## src/hdl/csb_pkg.sv

```systemverilog
// types, codes and character constants shared by the command line serializer
// no dependencies
package csb_pkg;

    localparam logic [2:0] MODE_BEGIN      = 3'd0;
    localparam logic [2:0] MODE_TEXT_ARG   = 3'd1;
    localparam logic [2:0] MODE_TEXT_BYTE  = 3'd2;
    localparam logic [2:0] MODE_DATA_ARG   = 3'd3;
    localparam logic [2:0] MODE_DATA_BYTE  = 3'd4;
    localparam logic [2:0] MODE_END        = 3'd5;

    localparam logic [1:0] STATUS_OK           = 2'd0;
    localparam logic [1:0] STATUS_ALREADY_OPEN = 2'd1;
    localparam logic [1:0] STATUS_NO_ARGUMENT  = 2'd2;

    localparam logic [7:0] CHAR_PAD       = 8'h3D; // '='
    localparam logic [7:0] CHAR_COLON     = 8'h3A; // ':'
    localparam logic [7:0] CHAR_SEMICOLON = 8'h3B; // ';'
    localparam logic [7:0] CHAR_BANG      = 8'h21; // '!'
    localparam logic [7:0] CHAR_BACKSLASH = 8'h5C; // '\'
    localparam logic [7:0] CHAR_NULL      = 8'h00;

    localparam int MAX_CHARS = 6;

    // one queued entry: the characters one input item produces
    typedef struct packed {
        logic [MAX_CHARS-1:0][7:0] chars;
        logic [2:0]                count;
        logic [1:0]                status;
    } csb_entry_t;

    // standard base64 alphabet
    function automatic logic [7:0] b64_char(input logic [5:0] v);
        logic [7:0] c;
        if (v < 6'd26)
        begin
            c = 8'h41 + {2'b00, v};
        end
        else if (v < 6'd52)
        begin
            c = 8'h61 + {2'b00, v} - 8'd26;
        end
        else if (v < 6'd62)
        begin
            c = 8'h30 + {2'b00, v} - 8'd52;
        end
        else if (v == 6'd62)
        begin
            c = 8'h2B;
        end
        else
        begin
            c = 8'h2F;
        end
        return c;
    endfunction

endpackage

```

## src/hdl/csb_ifs.sv

```systemverilog
// valid/ready stream interfaces for command items and output characters
// no dependencies
interface csb_cmd_if;
    logic       valid;
    logic       ready;
    logic [2:0] mode;
    logic [7:0] in_byte;
    logic       last_data;

    modport source (output valid, output mode, output in_byte, output last_data, input ready);
    modport sink   (input valid, input mode, input in_byte, input last_data, output ready);
endinterface

interface csb_char_if;
    logic       valid;
    logic       ready;
    logic [7:0] out_char;
    logic [1:0] status;
    logic       run_end;

    modport source (output valid, output out_char, output status, output run_end, input ready);
    modport sink   (input valid, input out_char, input status, input run_end, output ready);
endinterface

```

## src/hdl/csb_front.sv

```systemverilog
// front end: accepts command items, tracks command and base64 group state
// and builds the character entry for each item; uses csb_pkg
module csb_front
(
    input  logic                clk,
    input  logic                rst_n,
    input  logic                accept,
    input  logic [2:0]          mode,
    input  logic [7:0]          in_byte,
    input  logic                last_data,
    output logic                push,
    output csb_pkg::csb_entry_t entry
);

    logic        has_arg_reg, has_arg_next;
    logic [15:0] group_bytes_reg, group_bytes_next;
    logic [1:0]  group_fill_reg, group_fill_next;

    logic        do_group;
    logic [23:0] gbits;
    logic [1:0]  gfill;
    logic [1:0]  tail_n;
    logic [7:0]  t0, t1;
    logic [1:0]  status;
    logic [7:0]  g0, g1, g2, g3;
    logic        special;

    assign special = (in_byte == csb_pkg::CHAR_COLON) || (in_byte == csb_pkg::CHAR_SEMICOLON)
                  || (in_byte == csb_pkg::CHAR_BANG) || (in_byte == csb_pkg::CHAR_BACKSLASH);

    always_comb
    begin
        has_arg_next     = has_arg_reg;
        group_bytes_next = group_bytes_reg;
        group_fill_next  = group_fill_reg;
        do_group         = 1'b0;
        gbits            = {group_bytes_reg, 8'h00};
        gfill            = group_fill_reg;
        tail_n           = 2'd0;
        t0               = csb_pkg::CHAR_NULL;
        t1               = csb_pkg::CHAR_NULL;
        status           = csb_pkg::STATUS_OK;
        unique case (mode)
            csb_pkg::MODE_BEGIN:
            begin
                if (has_arg_reg)
                begin
                    tail_n = 2'd1;
                    status = csb_pkg::STATUS_ALREADY_OPEN;
                end
                else
                begin
                    do_group         = (group_fill_reg != 2'd0);
                    group_fill_next  = 2'd0;
                    group_bytes_next = 16'h0000;
                    has_arg_next     = 1'b1;
                end
            end
            csb_pkg::MODE_TEXT_ARG, csb_pkg::MODE_DATA_ARG:
            begin
                do_group         = (group_fill_reg != 2'd0);
                group_fill_next  = 2'd0;
                group_bytes_next = 16'h0000;
                has_arg_next     = 1'b1;
                if (has_arg_reg)
                begin
                    t0 = csb_pkg::CHAR_COLON;
                    t1 = csb_pkg::CHAR_BANG;
                    tail_n = (mode == csb_pkg::MODE_DATA_ARG) ? 2'd2 : 2'd1;
                end
                else if (mode == csb_pkg::MODE_DATA_ARG)
                begin
                    t0 = csb_pkg::CHAR_BANG;
                    tail_n = 2'd1;
                end
            end
            csb_pkg::MODE_TEXT_BYTE:
            begin
                if (special)
                begin
                    t0 = csb_pkg::CHAR_BACKSLASH;
                    t1 = in_byte;
                    tail_n = 2'd2;
                end
                else
                begin
                    t0 = in_byte;
                    tail_n = 2'd1;
                end
            end
            csb_pkg::MODE_DATA_BYTE:
            begin
                if (group_fill_reg >= 2'd2)
                begin
                    do_group         = 1'b1;
                    gbits            = {group_bytes_reg, in_byte};
                    gfill            = 2'd3;
                    group_fill_next  = 2'd0;
                    group_bytes_next = 16'h0000;
                end
                else
                begin
                    if (group_fill_reg == 2'd0)
                    begin
                        group_bytes_next = {in_byte, 8'h00};
                    end
                    else
                    begin
                        group_bytes_next = {group_bytes_reg[15:8], in_byte};
                    end
                    if (last_data)
                    begin
                        do_group         = 1'b1;
                        gbits            = {group_bytes_next, 8'h00};
                        gfill            = group_fill_reg + 2'd1;
                        group_fill_next  = 2'd0;
                        group_bytes_next = 16'h0000;
                    end
                    else
                    begin
                        group_fill_next = group_fill_reg + 2'd1;
                    end
                end
            end
            csb_pkg::MODE_END:
            begin
                if (!has_arg_reg)
                begin
                    tail_n = 2'd1;
                    status = csb_pkg::STATUS_NO_ARGUMENT;
                end
                else
                begin
                    do_group         = (group_fill_reg != 2'd0);
                    group_fill_next  = 2'd0;
                    group_bytes_next = 16'h0000;
                    has_arg_next     = 1'b0;
                    t0               = csb_pkg::CHAR_SEMICOLON;
                    tail_n           = 2'd1;
                end
            end
            default:
            begin
                // unused modes leave everything as is
            end
        endcase
    end

    assign g0 = csb_pkg::b64_char(gbits[23:18]);
    assign g1 = csb_pkg::b64_char(gbits[17:12]);
    assign g2 = (gfill >= 2'd2) ? csb_pkg::b64_char(gbits[11:6]) : csb_pkg::CHAR_PAD;
    assign g3 = (gfill == 2'd3) ? csb_pkg::b64_char(gbits[5:0]) : csb_pkg::CHAR_PAD;

    always_comb
    begin
        entry.status = status;
        if (do_group)
        begin
            entry.chars = {t1, t0, g3, g2, g1, g0};
            entry.count = 3'd4 + {1'b0, tail_n};
        end
        else
        begin
            entry.chars = {32'h0, t1, t0};
            entry.count = {1'b0, tail_n};
        end
    end

    assign push = accept && (entry.count != 3'd0);

    always_ff @(posedge clk or negedge rst_n)
    begin
        if (!rst_n)
        begin
            has_arg_reg     <= 1'b0;
            group_bytes_reg <= 16'h0000;
            group_fill_reg  <= 2'd0;
        end
        else if (accept)
        begin
            has_arg_reg     <= has_arg_next;
            group_bytes_reg <= group_bytes_next;
            group_fill_reg  <= group_fill_next;
        end
    end

endmodule

```

## src/hdl/csb_queue.sv

```systemverilog
// short entry queue between front and back end
// uses csb_pkg for the entry type
module csb_queue
#(
    parameter int DEPTH = 2
)
(
    input  logic                clk,
    input  logic                rst_n,
    input  logic                push,
    input  csb_pkg::csb_entry_t push_data,
    input  logic                pop,
    output logic                full,
    output logic                head_valid,
    output csb_pkg::csb_entry_t head_data
);

    localparam int PTR_W = (DEPTH > 1) ? $clog2(DEPTH) : 1;
    localparam int CNT_W = $clog2(DEPTH + 1);

    csb_pkg::csb_entry_t mem [DEPTH];

    logic [PTR_W-1:0] wr_ptr_reg, rd_ptr_reg;
    logic [CNT_W-1:0] count_reg;

    assign full       = (count_reg == CNT_W'(DEPTH));
    assign head_valid = (count_reg != '0);
    assign head_data  = mem[rd_ptr_reg];

    function automatic logic [PTR_W-1:0] ptr_inc(input logic [PTR_W-1:0] p);
        return (p == PTR_W'(DEPTH - 1)) ? '0 : p + 1'b1;
    endfunction

    always_ff @(posedge clk)
    begin
        if (push)
        begin
            mem[wr_ptr_reg] <= push_data;
        end
    end

    always_ff @(posedge clk or negedge rst_n)
    begin
        if (!rst_n)
        begin
            wr_ptr_reg <= '0;
            rd_ptr_reg <= '0;
            count_reg  <= '0;
        end
        else
        begin
            if (push)
            begin
                wr_ptr_reg <= ptr_inc(wr_ptr_reg);
            end
            if (pop)
            begin
                rd_ptr_reg <= ptr_inc(rd_ptr_reg);
            end
            if (push && !pop)
            begin
                count_reg <= count_reg + 1'b1;
            end
            else if (pop && !push)
            begin
                count_reg <= count_reg - 1'b1;
            end
        end
    end

endmodule

```

## src/hdl/csb_back.sv

```systemverilog
// back end: holds one entry and sends its characters one per cycle while out_ready is high
// uses csb_pkg for the entry type
module csb_back
(
    input  logic                clk,
    input  logic                rst_n,
    input  logic                head_valid,
    input  csb_pkg::csb_entry_t head_data,
    output logic                pop,
    input  logic                out_ready,
    output logic                out_valid,
    output logic [7:0]          out_char,
    output logic [1:0]          status,
    output logic                run_end
);

    logic                busy_reg;
    csb_pkg::csb_entry_t cur_reg;
    logic [2:0]          idx_reg;
    logic                last_char;
    logic                fire;

    assign last_char = ((idx_reg + 3'd1) == cur_reg.count);
    assign fire      = busy_reg && out_ready;
    assign pop       = head_valid && (!busy_reg || (fire && last_char));

    assign out_valid = busy_reg;
    assign out_char  = cur_reg.chars[idx_reg];
    assign status    = cur_reg.status;
    assign run_end   = last_char;

    always_ff @(posedge clk)
    begin
        if (pop)
        begin
            cur_reg <= head_data;
        end
    end

    always_ff @(posedge clk or negedge rst_n)
    begin
        if (!rst_n)
        begin
            busy_reg <= 1'b0;
            idx_reg  <= 3'd0;
        end
        else if (pop)
        begin
            busy_reg <= 1'b1;
            idx_reg  <= 3'd0;
        end
        else if (fire)
        begin
            if (last_char)
            begin
                busy_reg <= 1'b0;
                idx_reg  <= 3'd0;
            end
            else
            begin
                idx_reg <= idx_reg + 3'd1;
            end
        end
    end

endmodule

```

## src/hdl/command_line_serializer_base64_core.sv

```systemverilog
// Command line serializer with base64 data arguments. A command item is
// taken in every cycle while the entry queue (QUEUE_DEPTH entries) has room;
// the front end turns it at once into zero to six characters (escaped text,
// separators, '!' plus base64 groups with '=' padding, ';' or an error
// result), and the back end sends them one character per cycle while the
// output is ready. An item's entry is registered in the queue and then in
// the back end's holding register before its first character appears;
// run_end marks the last character of each item. Items that produce no
// characters never enter the queue.
// top level; uses csb_pkg, csb_ifs, csb_front, csb_queue and csb_back
module command_line_serializer_base64_core
#(
    parameter int QUEUE_DEPTH = 2
)
(
    input  logic        clk,
    input  logic        rst_n,
    csb_cmd_if.sink     cmd_in,
    csb_char_if.source  char_out
);

    logic                accept;
    logic                push;
    logic                pop;
    logic                full;
    logic                head_valid;
    csb_pkg::csb_entry_t entry;
    csb_pkg::csb_entry_t head_data;

    assign cmd_in.ready = !full;
    assign accept       = cmd_in.valid && !full;

    csb_front u_front
    (
        .clk       (clk),
        .rst_n     (rst_n),
        .accept    (accept),
        .mode      (cmd_in.mode),
        .in_byte   (cmd_in.in_byte),
        .last_data (cmd_in.last_data),
        .push      (push),
        .entry     (entry)
    );

    csb_queue #(.DEPTH(QUEUE_DEPTH)) u_queue
    (
        .clk        (clk),
        .rst_n      (rst_n),
        .push       (push),
        .push_data  (entry),
        .pop        (pop),
        .full       (full),
        .head_valid (head_valid),
        .head_data  (head_data)
    );

    csb_back u_back
    (
        .clk        (clk),
        .rst_n      (rst_n),
        .head_valid (head_valid),
        .head_data  (head_data),
        .pop        (pop),
        .out_ready  (char_out.ready),
        .out_valid  (char_out.valid),
        .out_char   (char_out.out_char),
        .status     (char_out.status),
        .run_end    (char_out.run_end)
    );

endmodule

```

## src/flat_wrapper.sv

```systemverilog
// flat-port wrapper written by rule: the top's interface ports become plain ports
module command_line_serializer_base64_core_flat 
#(
    parameter int QUEUE_DEPTH = 2
)
  (clk, rst_n, cmd_in_valid, cmd_in_mode, cmd_in_in_byte, cmd_in_last_data, cmd_in_ready, char_out_valid, char_out_out_char, char_out_status, char_out_run_end, char_out_ready);
  csb_cmd_if cmd_in_i ();
  csb_char_if char_out_i ();
  input  logic clk;
  input  logic rst_n;
  input wire logic [$bits(cmd_in_i.valid)-1:0] cmd_in_valid;
  input wire logic [$bits(cmd_in_i.mode)-1:0] cmd_in_mode;
  input wire logic [$bits(cmd_in_i.in_byte)-1:0] cmd_in_in_byte;
  input wire logic [$bits(cmd_in_i.last_data)-1:0] cmd_in_last_data;
  output wire logic [$bits(cmd_in_i.ready)-1:0] cmd_in_ready;
  output wire logic [$bits(char_out_i.valid)-1:0] char_out_valid;
  output wire logic [$bits(char_out_i.out_char)-1:0] char_out_out_char;
  output wire logic [$bits(char_out_i.status)-1:0] char_out_status;
  output wire logic [$bits(char_out_i.run_end)-1:0] char_out_run_end;
  input wire logic [$bits(char_out_i.ready)-1:0] char_out_ready;
  assign cmd_in_i.valid = cmd_in_valid;
  assign cmd_in_i.mode = cmd_in_mode;
  assign cmd_in_i.in_byte = cmd_in_in_byte;
  assign cmd_in_i.last_data = cmd_in_last_data;
  assign cmd_in_ready = cmd_in_i.ready;
  assign char_out_valid = char_out_i.valid;
  assign char_out_out_char = char_out_i.out_char;
  assign char_out_status = char_out_i.status;
  assign char_out_run_end = char_out_i.run_end;
  assign char_out_i.ready = char_out_ready;
  command_line_serializer_base64_core #(.QUEUE_DEPTH(QUEUE_DEPTH)) u_core (.clk(clk), .rst_n(rst_n), .cmd_in(cmd_in_i), .char_out(char_out_i));
endmodule
```

## config.mk

```make
export PLATFORM = sky130hd
export DESIGN_NAME = command_line_serializer_base64_core_flat
export DESIGN_NICKNAME = d
export VERILOG_FILES = /design/src/hdl/csb_pkg.sv /design/src/hdl/csb_ifs.sv /design/src/hdl/csb_front.sv /design/src/hdl/csb_queue.sv /design/src/hdl/csb_back.sv /design/src/hdl/command_line_serializer_base64_core.sv /design/src/flat_wrapper.sv
export SDC_FILE = /design/constraint.sdc
export NUM_CORES = 1
export LEC_CHECK = 0
export BUFFER_PORTS_ARGS = -buffer_cell sky130_fd_sc_hd__buf_2
export CAP_MARGIN = 30
export CORE_MARGIN = 10
export CORE_UTILIZATION = 59
export CTS_BUF_LIST = sky130_fd_sc_hd__clkbuf_4 sky130_fd_sc_hd__clkbuf_8
export CTS_CLUSTER_SIZE = 20
export DETAILED_ROUTE_END_ITERATION = 8
export MAX_ROUTING_LAYER = met4
export PLACE_DENSITY = 0.91
export SLEW_MARGIN = 20
export SYNTH_ARGS = -nofsm -noshare
export SYNTH_HDL_FRONTEND = slang
export SYNTH_SLANG_ARGS = --single-unit
```

## constraint.sdc

```tcl
create_clock -name clk -period 4.4 [get_ports clk]
set_clock_uncertainty 0.05 [all_clocks]
set_input_delay 0.44 -clock clk [delete_from_list [all_inputs] [get_ports clk]]
set_output_delay 0.44 -clock clk [all_outputs]
set_load 0.005 [all_outputs]
```

# Word level (Yosys, flattened, before mapping)
# Memory sizes are Yosys's and may differ from the RTL's. A register that Yosys moved wholly into a read port is not among the register bits.
# Index checks and enable logic that the tools add are counted.
# totals
register_bits,27
ram_bits,106
inputBits,16
out_inout_bits,13
memories,1
# memory_table
memory,words,word_bits,read_ports,rd_clocked_by_memory_dff,write_ports,line,rtl
u_core.u_queue.mem,2,53,1,1,1,csb_queue.sv:21,csb_pkg::csb_entry_t mem [DEPTH];
# op_classes
add_sub_neg,27
magnitude_cmp,15
eq_ne,18
muxes,72
reduce_logical,30
# op_table
cell,n
$mux W8,17
$mux W16,5
$mux W24,3
$add A7 B6 Y8 const A,8
$pmux W16 S4,1
$mux W51,1
$lt A6 B6 Y1 const B,8
$sub A7 B6 Y8 const B,4
$sub A8 B5 Y8 const B,4
$add A6 B6 Y7 const A,4
$mux W2,13
$bmux W8 S3,1
$eq A6 B6 Y1 const B,4
$eq A8 B6 Y1 const B,3
$lt A6 B5 Y1 const B,4
$mux W6,4
$pmux W8 S3,1
$mux W3,7
$pmux W2 S4,2
$pmux W8 S2,1
$mux W1,13
$reduce_bool A2 Y1,6
$eq A8 B7 Y1 const B,1
$logic_and A1 B1 Y1,7
26 further kinds,40

# Logic depth before layout (Yosys ltp)
# depth
ltp_word,18
ltp_mapped,15
mapped_depth_nobuf,13

# By module
# A second synthesis with hierarchy kept.
# hier_totals
hier_cells,820
area_unflattened_um2,10178.5
# by_module_without_submodules
mod,n_inst,cells_per_inst,area_per_inst_um2,seq_area_each_um2
csb_queue,1,181,4264.1,3283.1
csb_front,1,519,3647.2,475.5
csb_back,1,118,2257.2,1691.6
command_line_serializer_base64_core,1,2,10.0,0.0

# Least setup slack after synthesis
# No wires, ideal clock.
# synth_timing
path_type,input -> register
startpoint,in cmd_in_in_byte[5]
endpoint,mem u_core.u_queue.mem[0][0] (netlist name) (enable)
t_arrival_ns,4.344
required_ns,3.880
slack_ns,-0.464
cell_stages,7
path_buffers,1
path_cell_list,buf_4 or3b_1 a221o_2 nor3_4 a2bb2oi_2 o311a_4 nor2b_1
# synth_rtl
element,line,rtl
from (decl),flat_wrapper.sv:13,input wire logic [$bits(cmd_in_i.in_byte)-1:0] cmd_in_in_byte;
to (decl),csb_queue.sv:21,

==> metrics.txt <==
DRC=0; die width=149 µm; net switching power of the design=1590 µW; RSZ-0062 raised after global routing=no; Worst-path clk slew=0.10 ns; via count=6377; endpoint class of the critical path=flip-flop; Worst VDD drop=0.000231 V; share of post-route cells with drive strength above 1=21.3%; Max FO, Critical Path=11; io pins=29; total global routing track utilization=20.1%; CP cell instances=ha_1 -> and4bb_2 -> nand2_2 -> mux2i_2 -> inv_1 -> ha_1 -> o32ai_2 -> o211ai_2 -> and3_1 -> o41a_1; total negative setup slack=0 ns; Layout Nets=861; ys async rst share=14.5%; Antenna diodes=0; WP data arrival=3.76 ns; Leak Pwr=0.00407 µW; worst min path class=in2reg; Synth top area share=48.8%; pin count of the biggest net entering global routing=55; DIE AREA=22100 µm²; Synth Flop Type=edfxtp_1; antenna violations before repair=0; routed len/inst=20.1 µm; 1st-pass router iterations=5; Switching Fraction=31.6%; Clock Sinks=186; internal cell power=3450 µW; Crit path top cell by count=ha_1; max-cap viol count=0; Max clock buf depth=2; first-pass GRT wire length=34.0 mm; FMAX=277 MHz; area grow syn2layout=8.65%; sequential share of power=50.4%; grt total ovfl=0; Layout Utilization=64.8%; most common cell after layout, fill and taps aside=edfxtp_1; port bufs=28; top cells by area, synth=edfxtp_1, dfrtp_1, mux2_2; CTS root buf=clkbuf_8; Starting DRT DRC Count=648; largest area contributor in the synthesized netlist=edfxtp_1; Worst-Skew Late Latency=0.46 ns; most frequent cells in the layout=edfxtp_1, mux2_2, nand2_1; Clock Power Share=22.8%; kind of start point of the critical path=flip-flop; number of gates resized after cts=0; Post-synth EDFFs=159; post-DR vias/cell=6.07; Die H=149 µm; DRT antenna net count=0; CTS tree=done; routability congestion estimate=0.912; Starting Density=59.6%; Cell Area, Synth=9780 µm²; Site Rows=47; vias in the first global route=6303; sequential area share after synthesis=55.7%; Setup CP Type=reg2reg; status=complete, no violations; H-Tree Depth=4; synth unique cells=88; CTS buffer count=17; Worst path max stage delay=0.54 ns; Core ar.=16400 µm²; worst-margin pin slew=0.788 ns; pwr/cell area=474 nW/µm²; DP Wirelength=14.9 mm; power share of the combinational group=26.8%; Critical-path top delay cell=dfrtp_1; post-route minimum period=3.62 ns; Largest register FFs=106; relative slew slack=47.3%; Syn Area/Cell=12.5 µm²; Post-Syn Instances=781; CP required=4.54 ns; fin crit share=82.2%; Routed Wire Length=21.1 mm; Fin. Hold Viols=0; count of yosys warnings during synthesis=0; endpoints failing setup=0; Slew Limit Fails=0; Setup Fix Bufs, Post-CTS=0; flops & latches, synth=186
-- routing by layer --
| metal | track usage [%] | routed length, µm | up-vias | part of all wire, % |
|---|---|---|---|---|
| li1 | - | - | 2995 | - |
| met1 | 25.5 | 9050 | 3141 | 43 |
| met2 | 32.7 | 10600 | 219 | 50 |
| met3 | 3.64 | 1260 | 22 | 6.0 |
| met4 | 5.05 | 263 | 0 | 1.2 |
| met5 | - | 0 | - | 0 |
-- logic make-up (layout without fill, tap and decap cells) --
kind of cell,Yosys count,in the layout,share of synthesized area (%)
other,1,18,0.0384
flip-flops,186,186,55.7
AO/OA/AOI/OAI,161,161,11.9
adder cells (fa/ha/maj),28,28,3.58
multiplexers,92,92,11.2
AND/OR/NAND/NOR,193,193,10.8
buffers and inverters,91,123,3.99
XOR/XNOR,29,29,2.74
-- cell usage after synthesis, types with 21 or more instances --
library cell and n:
edfxtp_1 159, a21oi_1 37, mux2_2 60, inv_1 46
o21ai_0 28, nand3_1 25, nand2_1 48, mux2i_1 23
dfrtp_1 27, nor2_1 37, clkbuf_1 21, ha_1 28
-- layout make-up --
type | instances | area [µm²]
Fill cell | 1178 | 5780
Inverter | 46 | 173
Clock inverter | 15 | 184
Clock buffer | 17 | 234
Tap cell | 220 | 275
Sequential cell | 186 | 5450
Timing Repair Buffer | 45 | 295
Multi-Input combinational cell | 521 | 4010
-- worst paths after layout --
check | from | end | slack, ns | cells after the start
setup / recovery | u_core.u_front.group_fill_reg[1] | u_core.u_queue.mem[0][9] | 0.78 | 10
hold / removal | char_out_ready | u_core.u_back.idx_reg[0] | 0.27 | 3
setup reg to reg | u_core.u_front.group_fill_reg[1] | u_core.u_queue.mem[0][9] | 0.78 | 10
hold reg to reg | u_core.u_queue.count_reg[1] | u_core.u_queue.count_reg[1] | 0.48 | 1
max in group asynchronous | rst_n | u_core.u_queue.rd_ptr_reg | 3.36 | 2
min in group asynchronous | rst_n | u_core.u_front.group_fill_reg[0] | 0.48 | 2
-- power groups by stage --
stage,combinational (µW),clock (µW),sequential [µW]
after global routing,1480,1230,2570
after floorplan,1040,0,2460
after detailed placement,1360,0,2580
final,1350,1150,2540
after CTS,1370,1170,2540
after global placement,1300,0,2550
-- critical path, delay by kind of cell, from the launching register on --
kind,cells,cell delay [ns]
AO/OA/AOI/OAI,3,1.02
adder cells (fa/ha/maj),2,0.59
AND/OR/NAND/NOR,3,0.67
buffers and inverters,1,0.09
flip-flops,1,0.54
multiplexers,1,0.40
-- repair_timing --
item,CTS,global route
hold buffers,1,0
endpoints found under the setup margin,0,0
hold endpoints to repair,27,0
-- through the flow --
step / cells / worst slack, ns / hold slack (ns) / instance area, µm² / total power, µW
floorplan: 798 / 0.555 / 0.0944 / 9840 / 3500
global placement: 1017 / 0.920 / 0.440 / 10200 / 3850
detailed placement: 1017 / 0.846 / 0.443 / 10200 / 3940
CTS: 1050 / 0.811 / 0.248 / 10600 / 5070
global route: 1050 / 0.509 / 0.274 / 10600 / 5290
finish: 1050 / 0.785 / 0.267 / 10600 / 5040
Note: power is estimated with default switching activity, not from simulation.
